--- src/design/spectrum_bin_waterfall_pixel_defines.svh ---
// Assertion macros shared by the waterfall pixel RTL files.
// Expects clk and rst_n to be visible in the module that uses them.
`ifndef SPECTRUM_BIN_WATERFALL_PIXEL_DEFINES_SVH
`define SPECTRUM_BIN_WATERFALL_PIXEL_DEFINES_SVH

// Consequent must hold in the same cycle as the antecedent.
`define SBWP_ASSERT_SAME(name, ante, cons, msg) \
    name: assert property (@(posedge clk) disable iff (!rst_n) (ante) |-> (cons)) \
        else $error(msg);

// Consequent must hold in the cycle after the antecedent.
`define SBWP_ASSERT_NEXT(name, ante, cons, msg) \
    name: assert property (@(posedge clk) disable iff (!rst_n) (ante) |=> (cons)) \
        else $error(msg);

`endif

--- src/design/sbwp_pkg.sv ---
// Package for the spectrum bin waterfall pixel: widths, reset values, codes,
// the controller/datapath interface structs and the colour ramp function.
// No dependencies.
package sbwp_pkg;

    // Default sample width of the I and Q parts.
    localparam int SAMPLE_BITS_DEF = 16;

    // Fixed field and state widths.
    localparam int STATE_W  = 48;
    localparam int WEIGHT_W = 8;
    localparam int DIVR_W   = 9;
    localparam int LEVEL_W  = 8;
    localparam int PROD_W   = STATE_W + WEIGHT_W;
    localparam int CFG_IDX_W  = 2;
    localparam int CFG_DATA_W = 9;

    // Register reset values.
    localparam logic [WEIGHT_W-1:0] WEIGHT_RESET  = 8'd3;
    localparam logic [DIVR_W-1:0]   DIVISOR_RESET = 9'd4;
    localparam logic [STATE_W-1:0]  SCALE_RESET   = 48'd1000;

    // Configuration register indexes.
    localparam logic [CFG_IDX_W-1:0] REG_AVG_WEIGHT  = 2'd0;
    localparam logic [CFG_IDX_W-1:0] REG_AVG_DIVISOR = 2'd1;

    // Level ceiling and the colour ramp segments (top two bits of the level).
    localparam logic [LEVEL_W-1:0] LEVEL_MAX = 8'd255;
    localparam logic [1:0] SEG_BLUE   = 2'b00;
    localparam logic [1:0] SEG_GREEN  = 2'b01;
    localparam logic [1:0] SEG_YELLOW = 2'b10;
    localparam logic [1:0] SEG_ORANGE = 2'b11;
    localparam logic [9:0] ORANGE_G_BASE = 10'd66;

    typedef struct packed {
        logic [7:0] r;
        logic [7:0] g;
        logic [7:0] b;
    } pixel_t;

    // Commands from the controller to the datapath.
    typedef struct packed {
        logic load;
        logic frame_end;
        logic square;
        logic sum;
        logic div_start;
        logic div_level;
        logic avg_store;
        logic peak_update;
        logic compare;
        logic level_store;
        logic emit;
    } dp_cmd_t;

    // Status from the datapath to the controller.
    typedef struct packed {
        logic div_done;
        logic level_sat;
        logic out_blocked;
    } dp_status_t;

    // Four-segment ramp: black, blue, green, yellow, orange.
    function automatic pixel_t colour_of(input logic [LEVEL_W-1:0] v);
        logic [9:0] v4;
        logic [9:0] inv;
        pixel_t     p;
        v4  = {v, 2'b00};
        inv = 10'd255 - {2'b00, v};
        p   = '0;
        unique case (v[7:6])
            SEG_BLUE:
            begin
                p.b = 8'(10'd3 + v4);
            end
            SEG_GREEN:
            begin
                p.g = 8'(v4 - 10'd253);
                p.b = 8'(10'd511 - v4);
            end
            SEG_YELLOW:
            begin
                p.r = 8'(v4 - 10'd509);
                p.g = LEVEL_MAX;
            end
            SEG_ORANGE:
            begin
                p.r = LEVEL_MAX;
                p.g = 8'(ORANGE_G_BASE + 10'd3 * inv);
            end
            default:
            begin
                p = '0;
            end
        endcase
        return p;
    endfunction

endpackage

--- src/design/sbwp_divider.sv ---
// Restoring serial divider, one quotient bit per cycle.
// Used for both the running average and the level scaling; uses only the assertion macro header.
`include "spectrum_bin_waterfall_pixel_defines.svh"

module sbwp_divider #(
    parameter int NUM_W = 57,
    parameter int DEN_W = 48,
    parameter int CNT_W = $clog2(NUM_W + 1)
) (
    input  logic             clk,
    input  logic             rst_n,
    input  logic             start,
    input  logic [DEN_W-1:0] rem_init,
    input  logic [NUM_W-1:0] num,
    input  logic [DEN_W-1:0] den,
    input  logic [CNT_W-1:0] steps,
    output logic [NUM_W-1:0] quo,
    output logic             done
);

    logic             busy_reg;
    logic             done_reg;
    logic [CNT_W-1:0] count_reg;
    logic [DEN_W-1:0] rem_reg;
    logic [NUM_W-1:0] num_reg;
    logic [DEN_W-1:0] den_reg;
    logic [NUM_W-1:0] quo_reg;

    logic [DEN_W:0]   trial;
    logic             fits;
    logic [DEN_W:0]   diff;
    logic [DEN_W-1:0] rem_next;

    // One trial subtraction: the remainder stays below the divisor.
    always_comb
    begin
        trial    = {rem_reg, num_reg[NUM_W-1]};
        fits     = (trial >= {1'b0, den_reg});
        diff     = trial - {1'b0, den_reg};
        rem_next = fits ? diff[DEN_W-1:0] : trial[DEN_W-1:0];
    end

    // Control: busy while steps remain, a single-cycle done at the end.
    always_ff @(posedge clk or negedge rst_n)
    begin
        if (!rst_n)
        begin
            busy_reg  <= 1'b0;
            done_reg  <= 1'b0;
            count_reg <= '0;
        end
        else
        begin
            done_reg <= 1'b0;
            if (start)
            begin
                busy_reg  <= 1'b1;
                count_reg <= steps;
            end
            else if (busy_reg)
            begin
                count_reg <= count_reg - CNT_W'(1);
                if (count_reg == CNT_W'(1))
                begin
                    busy_reg <= 1'b0;
                    done_reg <= 1'b1;
                end
            end
        end
    end

    // Operand and quotient shift registers.
    always_ff @(posedge clk)
    begin
        if (start)
        begin
            rem_reg <= rem_init;
            num_reg <= num;
            den_reg <= den;
            quo_reg <= '0;
        end
        else if (busy_reg)
        begin
            rem_reg <= rem_next;
            num_reg <= {num_reg[NUM_W-2:0], 1'b0};
            quo_reg <= {quo_reg[NUM_W-2:0], fits};
        end
    end

    assign quo  = quo_reg;
    assign done = done_reg;

    `SBWP_ASSERT_SAME(a_start_when_idle, start, !busy_reg, "divider restarted while busy")
    `SBWP_ASSERT_SAME(a_done_after_busy, done_reg, !busy_reg && $past(busy_reg), "stray divider done")
    `SBWP_ASSERT_NEXT(a_start_sets_busy, start && (steps != '0), busy_reg, "divider failed to start")

endmodule

--- src/design/sbwp_datapath.sv ---
// Datapath of the waterfall pixel: configuration, state registers, squarers,
// the shared serial divider and the output word. Uses sbwp_pkg, sbwp_divider.
`include "spectrum_bin_waterfall_pixel_defines.svh"

module sbwp_datapath #(
    parameter int SAMPLE_BITS = sbwp_pkg::SAMPLE_BITS_DEF
) (
    input  logic                              clk,
    input  logic                              rst_n,
    input  sbwp_pkg::dp_cmd_t                 cmd,
    output sbwp_pkg::dp_status_t              status,
    input  logic                              cfg_wr,
    input  logic [sbwp_pkg::CFG_IDX_W-1:0]    cfg_index,
    input  logic [sbwp_pkg::CFG_DATA_W-1:0]   cfg_data,
    input  logic signed [SAMPLE_BITS-1:0]     in_phase,
    input  logic signed [SAMPLE_BITS-1:0]     quadrature,
    input  logic                              out_stall,
    output logic                              out_valid,
    output logic [sbwp_pkg::LEVEL_W-1:0]      level,
    output logic [7:0]                        red,
    output logic [7:0]                        green,
    output logic [7:0]                        blue
);

    localparam int STATE_W = sbwp_pkg::STATE_W;
    localparam int PROD_W  = sbwp_pkg::PROD_W;
    localparam int LEVEL_W = sbwp_pkg::LEVEL_W;
    localparam int SQ_W    = 2 * SAMPLE_BITS;
    localparam int POW_W   = SQ_W + 1;
    localparam int SUM_W   = ((PROD_W > POW_W) ? PROD_W : POW_W) + 1;
    localparam int CNT_W   = $clog2(SUM_W + 1);

    logic [sbwp_pkg::WEIGHT_W-1:0] weight_reg;
    logic [sbwp_pkg::DIVR_W-1:0]   divisor_reg;
    logic [STATE_W-1:0]            avg_reg;
    logic [STATE_W-1:0]            peak_reg;
    logic [STATE_W-1:0]            scale_reg;

    logic [SAMPLE_BITS-1:0] mag_i_reg;
    logic [SAMPLE_BITS-1:0] mag_q_reg;
    logic [SQ_W-1:0]        sq_i_reg;
    logic [SQ_W-1:0]        sq_q_reg;
    logic [PROD_W-1:0]      prod_reg;
    logic [SUM_W-1:0]       sum_reg;
    logic [PROD_W-1:0]      scaled_reg;
    logic                   sat_reg;
    logic [LEVEL_W-1:0]     level_reg;

    logic                   out_valid_reg;
    logic [LEVEL_W-1:0]     level_out_reg;
    sbwp_pkg::pixel_t       pixel_reg;

    logic [SAMPLE_BITS-1:0] mag_i;
    logic [SAMPLE_BITS-1:0] mag_q;
    logic [sbwp_pkg::DIVR_W-1:0] divisor_eff;
    logic [STATE_W-1:0]     div_rem_init;
    logic [SUM_W-1:0]       div_num;
    logic [STATE_W-1:0]     div_den;
    logic [CNT_W-1:0]       div_steps;
    logic [SUM_W-1:0]       div_quo;
    logic                   div_done;
    logic [STATE_W-1:0]     avg_sat;

    // Magnitudes of the two's complement samples.
    always_comb
    begin
        mag_i = in_phase[SAMPLE_BITS-1]   ? SAMPLE_BITS'(~in_phase + 1'b1)
                                          : SAMPLE_BITS'(in_phase);
        mag_q = quadrature[SAMPLE_BITS-1] ? SAMPLE_BITS'(~quadrature + 1'b1)
                                          : SAMPLE_BITS'(quadrature);
    end

    // A zero divisor behaves as one.
    assign divisor_eff = (divisor_reg == '0) ? sbwp_pkg::DIVR_W'(1) : divisor_reg;

    // Divider operands: weighted sum over the divisor, or 255*average over the scale.
    always_comb
    begin
        if (cmd.div_level)
        begin
            div_rem_init = scaled_reg[PROD_W-1:LEVEL_W];
            div_num      = {scaled_reg[LEVEL_W-1:0], {(SUM_W - LEVEL_W){1'b0}}};
            div_den      = scale_reg;
            div_steps    = CNT_W'(LEVEL_W);
        end
        else
        begin
            div_rem_init = '0;
            div_num      = sum_reg;
            div_den      = STATE_W'(divisor_eff);
            div_steps    = CNT_W'(SUM_W);
        end
    end

    sbwp_divider #(
        .NUM_W (SUM_W),
        .DEN_W (STATE_W),
        .CNT_W (CNT_W)
    ) u_divider (
        .clk      (clk),
        .rst_n    (rst_n),
        .start    (cmd.div_start),
        .rem_init (div_rem_init),
        .num      (div_num),
        .den      (div_den),
        .steps    (div_steps),
        .quo      (div_quo),
        .done     (div_done)
    );

    // The new average saturates at the top of the state width.
    assign avg_sat = (div_quo[SUM_W-1:STATE_W] != '0) ? {STATE_W{1'b1}}
                                                       : div_quo[STATE_W-1:0];

    // Configuration and persistent state.
    always_ff @(posedge clk or negedge rst_n)
    begin
        if (!rst_n)
        begin
            weight_reg  <= sbwp_pkg::WEIGHT_RESET;
            divisor_reg <= sbwp_pkg::DIVISOR_RESET;
            avg_reg     <= '0;
            peak_reg    <= '0;
            scale_reg   <= sbwp_pkg::SCALE_RESET;
        end
        else
        begin
            if (cfg_wr)
            begin
                unique case (cfg_index)
                    sbwp_pkg::REG_AVG_WEIGHT:  weight_reg  <= cfg_data[sbwp_pkg::WEIGHT_W-1:0];
                    sbwp_pkg::REG_AVG_DIVISOR: divisor_reg <= cfg_data;
                    default:                   ;
                endcase
            end
            if (cmd.frame_end)
            begin
                scale_reg <= (peak_reg == '0) ? STATE_W'(1) : peak_reg;
                peak_reg  <= '0;
            end
            if (cmd.avg_store)
            begin
                avg_reg <= avg_sat;
            end
            if (cmd.peak_update && (avg_reg > peak_reg))
            begin
                peak_reg <= avg_reg;
            end
        end
    end

    // Working registers of one bin.
    always_ff @(posedge clk)
    begin
        if (cmd.load)
        begin
            mag_i_reg <= mag_i;
            mag_q_reg <= mag_q;
        end
        if (cmd.square)
        begin
            sq_i_reg <= SQ_W'(mag_i_reg) * SQ_W'(mag_i_reg);
            sq_q_reg <= SQ_W'(mag_q_reg) * SQ_W'(mag_q_reg);
            prod_reg <= PROD_W'(avg_reg) * PROD_W'(weight_reg);
        end
        if (cmd.sum)
        begin
            sum_reg <= SUM_W'(prod_reg) + SUM_W'(sq_i_reg) + SUM_W'(sq_q_reg);
        end
        if (cmd.peak_update)
        begin
            scaled_reg <= {avg_reg, {LEVEL_W{1'b0}}} - PROD_W'(avg_reg);
        end
        if (cmd.compare)
        begin
            sat_reg <= (scaled_reg >= {scale_reg, {LEVEL_W{1'b0}}});
        end
        if (cmd.level_store)
        begin
            level_reg <= sat_reg ? sbwp_pkg::LEVEL_MAX : div_quo[LEVEL_W-1:0];
        end
    end

    // Output word register.
    always_ff @(posedge clk or negedge rst_n)
    begin
        if (!rst_n)
        begin
            out_valid_reg <= 1'b0;
        end
        else if (cmd.emit)
        begin
            out_valid_reg <= 1'b1;
        end
        else if (!out_stall)
        begin
            out_valid_reg <= 1'b0;
        end
    end

    always_ff @(posedge clk)
    begin
        if (cmd.emit)
        begin
            level_out_reg <= level_reg;
            pixel_reg     <= sbwp_pkg::colour_of(level_reg);
        end
    end

    assign status.div_done    = div_done;
    assign status.level_sat   = sat_reg;
    assign status.out_blocked = out_valid_reg && out_stall;

    assign out_valid = out_valid_reg;
    assign level     = level_out_reg;
    assign red       = pixel_reg.r;
    assign green     = pixel_reg.g;
    assign blue      = pixel_reg.b;

    `SBWP_ASSERT_SAME(a_scale_nonzero, 1'b1, scale_reg != '0, "scale reference is zero")
    `SBWP_ASSERT_SAME(a_emit_not_blocked, cmd.emit, !(out_valid_reg && out_stall), "output overwritten")
    `SBWP_ASSERT_NEXT(a_peak_covers_avg, cmd.peak_update, peak_reg >= $past(avg_reg), "peak below average")

endmodule

--- src/design/sbwp_ctrl.sv ---
// Controller state machine of the waterfall pixel: sequences one item at a time
// through the datapath. Uses sbwp_pkg.
`include "spectrum_bin_waterfall_pixel_defines.svh"

module sbwp_ctrl (
    input  logic                 clk,
    input  logic                 rst_n,
    input  logic                 in_valid,
    input  logic                 kind,
    output logic                 in_stall,
    input  sbwp_pkg::dp_status_t status,
    output sbwp_pkg::dp_cmd_t    cmd
);

    typedef enum logic [3:0] {
        ST_IDLE,
        ST_SQUARE,
        ST_SUM,
        ST_AVG_GO,
        ST_AVG_WAIT,
        ST_AVG_STORE,
        ST_PEAK,
        ST_COMPARE,
        ST_LVL_GO,
        ST_LVL_WAIT,
        ST_LEVEL,
        ST_EMIT
    } state_t;

    state_t state_reg;
    logic   accept;

    assign in_stall = (state_reg != ST_IDLE);
    assign accept   = in_valid && !in_stall;

    // Command decode from the current state.
    always_comb
    begin
        cmd             = '0;
        cmd.load        = accept && !kind;
        cmd.frame_end   = accept && kind;
        cmd.square      = (state_reg == ST_SQUARE);
        cmd.sum         = (state_reg == ST_SUM);
        cmd.div_start   = (state_reg == ST_AVG_GO) ||
                          ((state_reg == ST_LVL_GO) && !status.level_sat);
        cmd.div_level   = (state_reg == ST_LVL_GO);
        cmd.avg_store   = (state_reg == ST_AVG_STORE);
        cmd.peak_update = (state_reg == ST_PEAK);
        cmd.compare     = (state_reg == ST_COMPARE);
        cmd.level_store = (state_reg == ST_LEVEL);
        cmd.emit        = (state_reg == ST_EMIT) && !status.out_blocked;
    end

    // State register.
    always_ff @(posedge clk or negedge rst_n)
    begin
        if (!rst_n)
        begin
            state_reg <= ST_IDLE;
        end
        else
        begin
            unique case (state_reg)
                ST_IDLE:
                begin
                    if (accept && !kind)
                    begin
                        state_reg <= ST_SQUARE;
                    end
                end
                ST_SQUARE:    state_reg <= ST_SUM;
                ST_SUM:       state_reg <= ST_AVG_GO;
                ST_AVG_GO:    state_reg <= ST_AVG_WAIT;
                ST_AVG_WAIT:
                begin
                    if (status.div_done)
                    begin
                        state_reg <= ST_AVG_STORE;
                    end
                end
                ST_AVG_STORE: state_reg <= ST_PEAK;
                ST_PEAK:      state_reg <= ST_COMPARE;
                ST_COMPARE:   state_reg <= ST_LVL_GO;
                ST_LVL_GO:    state_reg <= status.level_sat ? ST_LEVEL : ST_LVL_WAIT;
                ST_LVL_WAIT:
                begin
                    if (status.div_done)
                    begin
                        state_reg <= ST_LEVEL;
                    end
                end
                ST_LEVEL:     state_reg <= ST_EMIT;
                ST_EMIT:
                begin
                    if (!status.out_blocked)
                    begin
                        state_reg <= ST_IDLE;
                    end
                end
                default:      state_reg <= ST_IDLE;
            endcase
        end
    end

    `SBWP_ASSERT_NEXT(a_bin_stalls_input, accept && !kind, in_stall, "bin accepted but input not held off")
    `SBWP_ASSERT_NEXT(a_frame_end_stays_idle, accept && kind, !in_stall, "frame end left idle")
    `SBWP_ASSERT_SAME(a_one_div_start, cmd.div_start, !(cmd.avg_store || cmd.emit), "divider start clash")

endmodule

--- src/design/spectrum_bin_waterfall_pixel.sv ---
// Spectrum bin waterfall pixel top level; uses sbwp_pkg, sbwp_ctrl and sbwp_datapath.
// Bin word: out_valid is set after squaring, summing, the 57-step division of the
// weighted sum, peak update, compare, the 8-step level division (skipped when the level
// saturates) and the output step. No new bin is taken before the last one is emitted; a
// stalled result holds the next bin at its output step. A frame-end word gives no result.
// rst_n clears asynchronously: average and peak to 0, scale to 1000, weight 3, divisor 4.
module spectrum_bin_waterfall_pixel #(
    parameter int SAMPLE_BITS = sbwp_pkg::SAMPLE_BITS_DEF
) (
    input  logic                              clk,
    input  logic                              rst_n,
    input  logic                              in_valid,
    output logic                              in_stall,
    input  logic                              kind,
    input  logic signed [SAMPLE_BITS-1:0]     in_phase,
    input  logic signed [SAMPLE_BITS-1:0]     quadrature,
    output logic                              out_valid,
    input  logic                              out_stall,
    output logic [sbwp_pkg::LEVEL_W-1:0]      level,
    output logic [7:0]                        red,
    output logic [7:0]                        green,
    output logic [7:0]                        blue,
    input  logic                              cfg_valid,
    output logic                              cfg_ready,
    input  logic [sbwp_pkg::CFG_IDX_W-1:0]    cfg_index,
    input  logic [sbwp_pkg::CFG_DATA_W-1:0]   cfg_data
);

    sbwp_pkg::dp_cmd_t    cmd;
    sbwp_pkg::dp_status_t status;

    // Configuration writes are always taken.
    assign cfg_ready = 1'b1;

    sbwp_ctrl u_ctrl (
        .clk      (clk),
        .rst_n    (rst_n),
        .in_valid (in_valid),
        .kind     (kind),
        .in_stall (in_stall),
        .status   (status),
        .cmd      (cmd)
    );

    sbwp_datapath #(
        .SAMPLE_BITS (SAMPLE_BITS)
    ) u_datapath (
        .clk        (clk),
        .rst_n      (rst_n),
        .cmd        (cmd),
        .status     (status),
        .cfg_wr     (cfg_valid && cfg_ready),
        .cfg_index  (cfg_index),
        .cfg_data   (cfg_data),
        .in_phase   (in_phase),
        .quadrature (quadrature),
        .out_stall  (out_stall),
        .out_valid  (out_valid),
        .level      (level),
        .red        (red),
        .green      (green),
        .blue       (blue)
    );

endmodule
--- config.mk ---
export PLATFORM = sky130hd
export DESIGN_NAME = spectrum_bin_waterfall_pixel
export DESIGN_NICKNAME = d
export VERILOG_FILES = /design/src/design/sbwp_pkg.sv /design/src/design/sbwp_divider.sv /design/src/design/sbwp_datapath.sv /design/src/design/sbwp_ctrl.sv /design/src/design/spectrum_bin_waterfall_pixel.sv
export VERILOG_INCLUDE_DIRS = /design/src /design/src/design
export SDC_FILE = /design/constraint.sdc
export NUM_CORES = 2
export LEC_CHECK = 0
export BUFFER_PORTS_ARGS = -buffer_cell sky130_fd_sc_hd__buf_2
export CORE_MARGIN = 5
export CORE_UTILIZATION = 40
export DETAILED_ROUTE_END_ITERATION = 10
export HOLD_SLACK_MARGIN = 0.02
export SYNTH_ARGS = -nofsm -noshare
export SYNTH_HDL_FRONTEND = slang
export SYNTH_SLANG_ARGS = --single-unit
--- constraint.sdc ---
create_clock -name clk -period 12.6 [get_ports clk]
set_clock_uncertainty 0.15 [all_clocks]
set_input_delay 1.89 -clock clk [delete_from_list [all_inputs] [get_ports clk]]
set_output_delay 1.89 -clock clk [all_outputs]
set_load 0.005 [all_outputs]
Word level (Yosys, flattened, before mapping):

Index checks and enable logic that the tools add are counted.

* $add $sub $neg: 13
* multipliers: 4
* magnitude comparators: 3
* equality and inequality tests: 21
* multiplexer cells: 35
* bitwise operators: 2
* reduce and logical (&&, ||, !) cells: 24

Operator list (number)
* 48-bit two-way mux: 8
* 57-bit two-way mux: 3
* 16-bit by 16-bit multiplier with 32-bit output: 2
* 56-bit by 32-bit adder with 57-bit output: 1
* 57-bit by 32-bit adder with 57-bit output: 1
* 56-bit >= comparator: 1
* 48-bit by 8-bit multiplier with 56-bit output: 1
* 56-bit by 48-bit subtractor with 56-bit output: 1
* 49-bit by 48-bit >= comparator with 1-bit output: 1
* 48-bit > comparator: 1
* 48-bit zero test: 1
* 4-bit one-hot mux with 12 select lines: 1
* 48-bit subtractor: 1
* 16-bit by 1-bit adder with 16-bit output, second input constant: 2
* 16-bit NOT: 2
* 8-bit one-hot mux with 2 select lines: 2
* 15-bit two-way mux: 2
* 8-bit one-hot mux with 3 select lines: 1
* 6-bit two-way mux: 3
* 9-bit two-way mux: 2
* 4-bit by 3-bit == test with 1-bit output, second input constant: 4
* 4-bit == test, second input constant: 4
* 4-bit two-way mux: 4
* 8-bit subtractor, second input constant: 2
* other kinds (26): 51

* bits in registers: 690
* input port bits: 49
* output and inout port bits: 35
* word-level logic and storage cells: 132

Longest topological paths before layout:

* depth after elaboration: 6
* gate-level depth with buffers: 26
* depth with buffers taken out: 25

By module:

Synthesis repeated with hierarchy kept, for this count alone.

* cells, all modules: 6515
* area total of the unflattened synthesis: 64000.1 µm²

By module, submodules not included
* sbwp_datapath: times used 1, cells each 5376, area an instance 51993.6 µm², seq. area each 13133.8 µm²
* sbwp_divider: times used 1, cells each 1088, area an instance 11636.2 µm², seq. area each 5935.7 µm²
* sbwp_ctrl: times used 1, cells each 49, area an instance 359.1 µm², seq. area each 100.1 µm²
* spectrum_bin_waterfall_pixel: times used 1, cells each 2, area an instance 11.3 µm², seq. area each 0.0 µm²

Least setup slack after synthesis:

No wires, ideal clock.

* path kind: register to register
* start: register u_ctrl.state_reg[0]
* end: register u_datapath.prod_reg[0], enable pin
* setup time: 739 ps
* data arrival time: 8676 ps
* data required time: 11711 ps
* setup slack: 3035 ps
* stages on the path, launching flop included: 4
* path buffers: 1
* clock period less this slack: 9565 ps
* path through: dfrtp_1 > clkbuf_1 > nand2b_1 > nor3_1

* longest elaborated chain between the ends: 1

Ends and longest elaborated chain
* start: declaration: RTL line sbwp_ctrl.sv:30 `state_t state_reg;`
* start signal: assignment: RTL line sbwp_ctrl.sv:84 `ST_LVL_GO: state_reg <= status.level_sat ? ST_LEVEL : ST_LVL_WAIT;`
* 4-bit by 1-bit == test with 1-bit output: RTL line sbwp_ctrl.sv:42 `cmd.square = (state_reg == ST_SQUARE);`
* end signal: assignment: RTL line sbwp_datapath.sv:164 `prod_reg <= PROD_W'(avg_reg) * PROD_W'(weight_reg);`
* end: declaration: RTL line sbwp_datapath.sv:43 `logic [PROD_W-1:0] prod_reg;`

No other way between the ends.
A chain may end at the register's enable or synchronous reset.

Final worst setup path:

* start: register u_datapath.mag_q_reg[3]
* end: register u_datapath.sq_q_reg[31] (data pin)

* longest elaborated chain between the ends: 1

Ends and longest elaborated chain
* start: declaration: RTL line sbwp_datapath.sv:40 `logic [SAMPLE_BITS-1:0] mag_q_reg;`
* start signal: assignment: RTL line sbwp_datapath.sv:158 `mag_q_reg <= mag_q;`
* 16-bit by 16-bit multiplier with 32-bit output: RTL line sbwp_datapath.sv:163 `sq_q_reg <= SQ_W'(mag_q_reg) * SQ_W'(mag_q_reg);`
* end signal: assignment: RTL line sbwp_datapath.sv:163
* end: declaration: RTL line sbwp_datapath.sv:42 `logic [SQ_W-1:0] sq_q_reg;`

No other way between the ends.

==> impl_metrics.toml <==
[outcome]
status = "finished, final reports clean"

[flow_run]
drv_cap = 0

[global_routing]
antenna_found_initial = 6
grt_max_degree = 103
grt_usage_pct = 20.10
grt_first_pass_wirelength_mm = 267.9
first_global_vias = 47454
grt-ovfl-total = 0

[setup_path]
max_stage_delay_ns = 0.69
path_delay_family = "adder cells"
timing.rr.end = "u_datapath.sq_q_reg[31]"
crit_path_frequent_cell = "fa_1"
critPathArrivalTime_ns = 7.51
cp.required_ns = 12.87
critPathBufInv = 4
crit_chain = "inv_1, nor2_1, ha_1, xor2_1, fa_1, inv_1, fa_1, fa_1, fa_1, inv_1, fa_1, inv_1, ha_1, and3_1, nand2_1, o31ai_1, nand2_1, a31oi_1, nand4_1, nand4b_1, a21oi_1, xnor2_1"
crit_type = "register to register"
r2r_setup_slack_ns = 5.35
cp-end-kind = "register"
cp_max_fo = 13
r2r_cells = 22
slowest_stage = "o31ai_1"
r2r_start = "u_datapath.mag_q_reg[3]"
cp-start-kind = "register"

[synthesis]
synth_cells = 6483
yosysSeqAreaShare_pct = 30.35
async_flop_share_pct = 25.36
synth.area.mux_share_pct = 2.379
ys_seq_elements = 686
synth.largest_area_cell = "edfxtp_1"
synth_xor_area_share_pct = 4.035
yosysUniqueCellTypes = 91
synth.avg_cell_area_um2 = 9.744
synth_top_family_by_area = "adder cells"
synth_area_um2 = 63170
ys_warn_count = 0
synth_ff_type = "edfxtp_1"
synth-simple-area-share_pct = 13.88
synthAdderAreaFrac_pct = 30.30
synth_top_area_share_pct = 21.63
synth-edff-count = 455
synth_compound_area_share_pct = 11.15
ys_top_cells_by_area = "edfxtp_1 (22%), fa_1 (20%), ha_1 (10%)"

[die]
dieHeight_um = 407.4
ios = 84
coreArea_um2 = 156600
dieArea_um2 = 166000
die_w_um = 407.4
initial_core_util_pct = 40.35
rows = 145

[finish]
layout_common_cells = "inv_1 (1022), nand2_1 (699), fa_1 (636)"
num-nets-final = 7603
layout_commonest_cell = "inv_1"
drive_gt1_share_pct = 5.761
area_growth_pct = 8.220

[cts]
cts-root-buf = "clkbuf_16"
cts_resized = 0
cts_made_buffers = 82
cts.sinks = 686
clock_latency_ns = 0.69
cts_buffer_depth = 3
cts.clk_slew.worst_paths_ns = 0.06
cts_tree = "done"
postCtsSetupBuffers = 0
cts_hold_buf = 0
cts.htree.levels = 3

[detailed_routing]
postRouteAntennaNets = 0
drc = 0
vias = 45166
routedWlPerCell_um = 19.52
dr.pass1.iters = 8
routed_via_density = 5.291
wirelength_mm = 166.7
drtIter0Drc = 2744

[timing]
finalCritPeriodShare_pct = 57.53
max_slew_margin_pct = 21.27
slew_violations = 0
fmax_ghz = 0.1380
setup_viol = 0
tns_ns = 0
hold_violations = 0
rsz0062_at_grt = "false"
min_period_ns = 7.249
worst_slew_pin_slew_ns = 1.181

[hold_path]
worstHoldPathCells = 2
worstHoldStart = "u_datapath.scale_reg[7]"
min_path_type = "register to register"
min_to = "u_datapath.scale_reg[7]"

[placement]
portBuffers = 82
place_hpwl_mm = 129.7
gp_congestion = 0.9401
## logic make-up after synthesis
family / count (synthesis)
DFF: 686
other: 2
buffers and inverters: 1313
xor gates and xnor gates: 291
muxes: 147
adders and majority gates: 1148
AOI/OAI and AO/OA: 1090
and+or+nand+nor: 1806
## synthesized netlist by cell type (all sizes together) (40+ instances only)
cell type,instances
clkbuf,251
dfxtp,57
xor2,89
o21ai,272
mux2i,122
nor2b,42
and2,356
nand3,59
a31oi,40
edfxtp,455
and3,41
nand2b,49
nand4,95
ha,512
xnor2,202
a21oi,282
nand2,700
o22a,49
nor3,53
dfrtp,165
nor2,294
fa,636
a21o,177
inv,1022
## worst register-to-register path, cell delays in order, from the launching register on
cell	delay, ns
edfxtp_1	0.68
inv_1	0.30
nor2_1	0.34
ha_1	0.32
xor2_1	0.18
fa_1	0.48
inv_1	0.05
fa_1	0.53
fa_1	0.45
fa_1	0.54
inv_1	0.05
fa_1	0.52
inv_1	0.04
ha_1	0.34
and3_1	0.24
nand2_1	0.07
o31ai_1	0.69
nand2_1	0.20
a31oi_1	0.35
nand4_1	0.14
nand4b_1	0.10
a21oi_1	0.08
xnor2_1	0.12
## per-stage QoR
step / setup WS [ns] / instances / utilization [%] / hold WS (ns) / cell area, µm²
2_1_floorplan: 3.035 / 6484 / - / 0.2998 / 63170
3_3_place_gp: 5.573 / 8380 / 41.81 / 0.3147 / 65470
3_5_place_dp: 5.522 / 8380 / 41.81 / 0.3202 / 65470
4_1_cts: 5.475 / 8533 / 43.66 / 0.3326 / 68350
5_1_grt: 4.957 / 8534 / 43.66 / 0.3503 / 68350
6_report: 5.351 / 8537 / 43.66 / 0.3289 / 68360
## layer usage
layer	vias to the layer above	global-route usage, %	wire (µm)
met3	248	2.364	6430
met2	912	34.70	81290
met1	22714	26.44	73230
li1	21292	-	-
met5	-	0	0
met4	0	6.461	5731
## cell type report
| cell class | count | area [µm²] |
|---|---|---|
| Sequential cell | 686 | 19170 |
| Timing Repair Buffer | 128 | 764.5 |
| Tap cell | 2058 | 2575 |
| Clock buffer | 113 | 2405 |
| Clock inverter | 40 | 481.7 |
| Multi-Input combinational cell | 4485 | 39110 |
| Fill cell | 14986 | 88210 |
| Antenna cell | 4 | 10.01 |
| Inverter | 1023 | 3842 |
## worst max-delay path by stage
stage                                        start                       to  slack [ns]  cells past startpoint
final                      u_datapath.mag_q_reg[3]  u_datapath.sq_q_reg[31]        5.35                     22
after global routing      u_datapath.mag_q_reg[12]  u_datapath.sq_q_reg[31]        4.96                     23
after CTS                 u_datapath.mag_q_reg[10]  u_datapath.sq_q_reg[31]        5.48                     24
after detailed placement   u_datapath.mag_q_reg[4]  u_datapath.sq_q_reg[31]        5.52                     21
after global placement     u_datapath.mag_q_reg[4]  u_datapath.sq_q_reg[31]        5.57                     21
after floorplan                u_ctrl.state_reg[0]   u_datapath.prod_reg[0]        3.03                      3
Power is left out: the tool's default activity adds up to more than one toggle a clock period on the data nets, which glitch-free logic cannot reach.
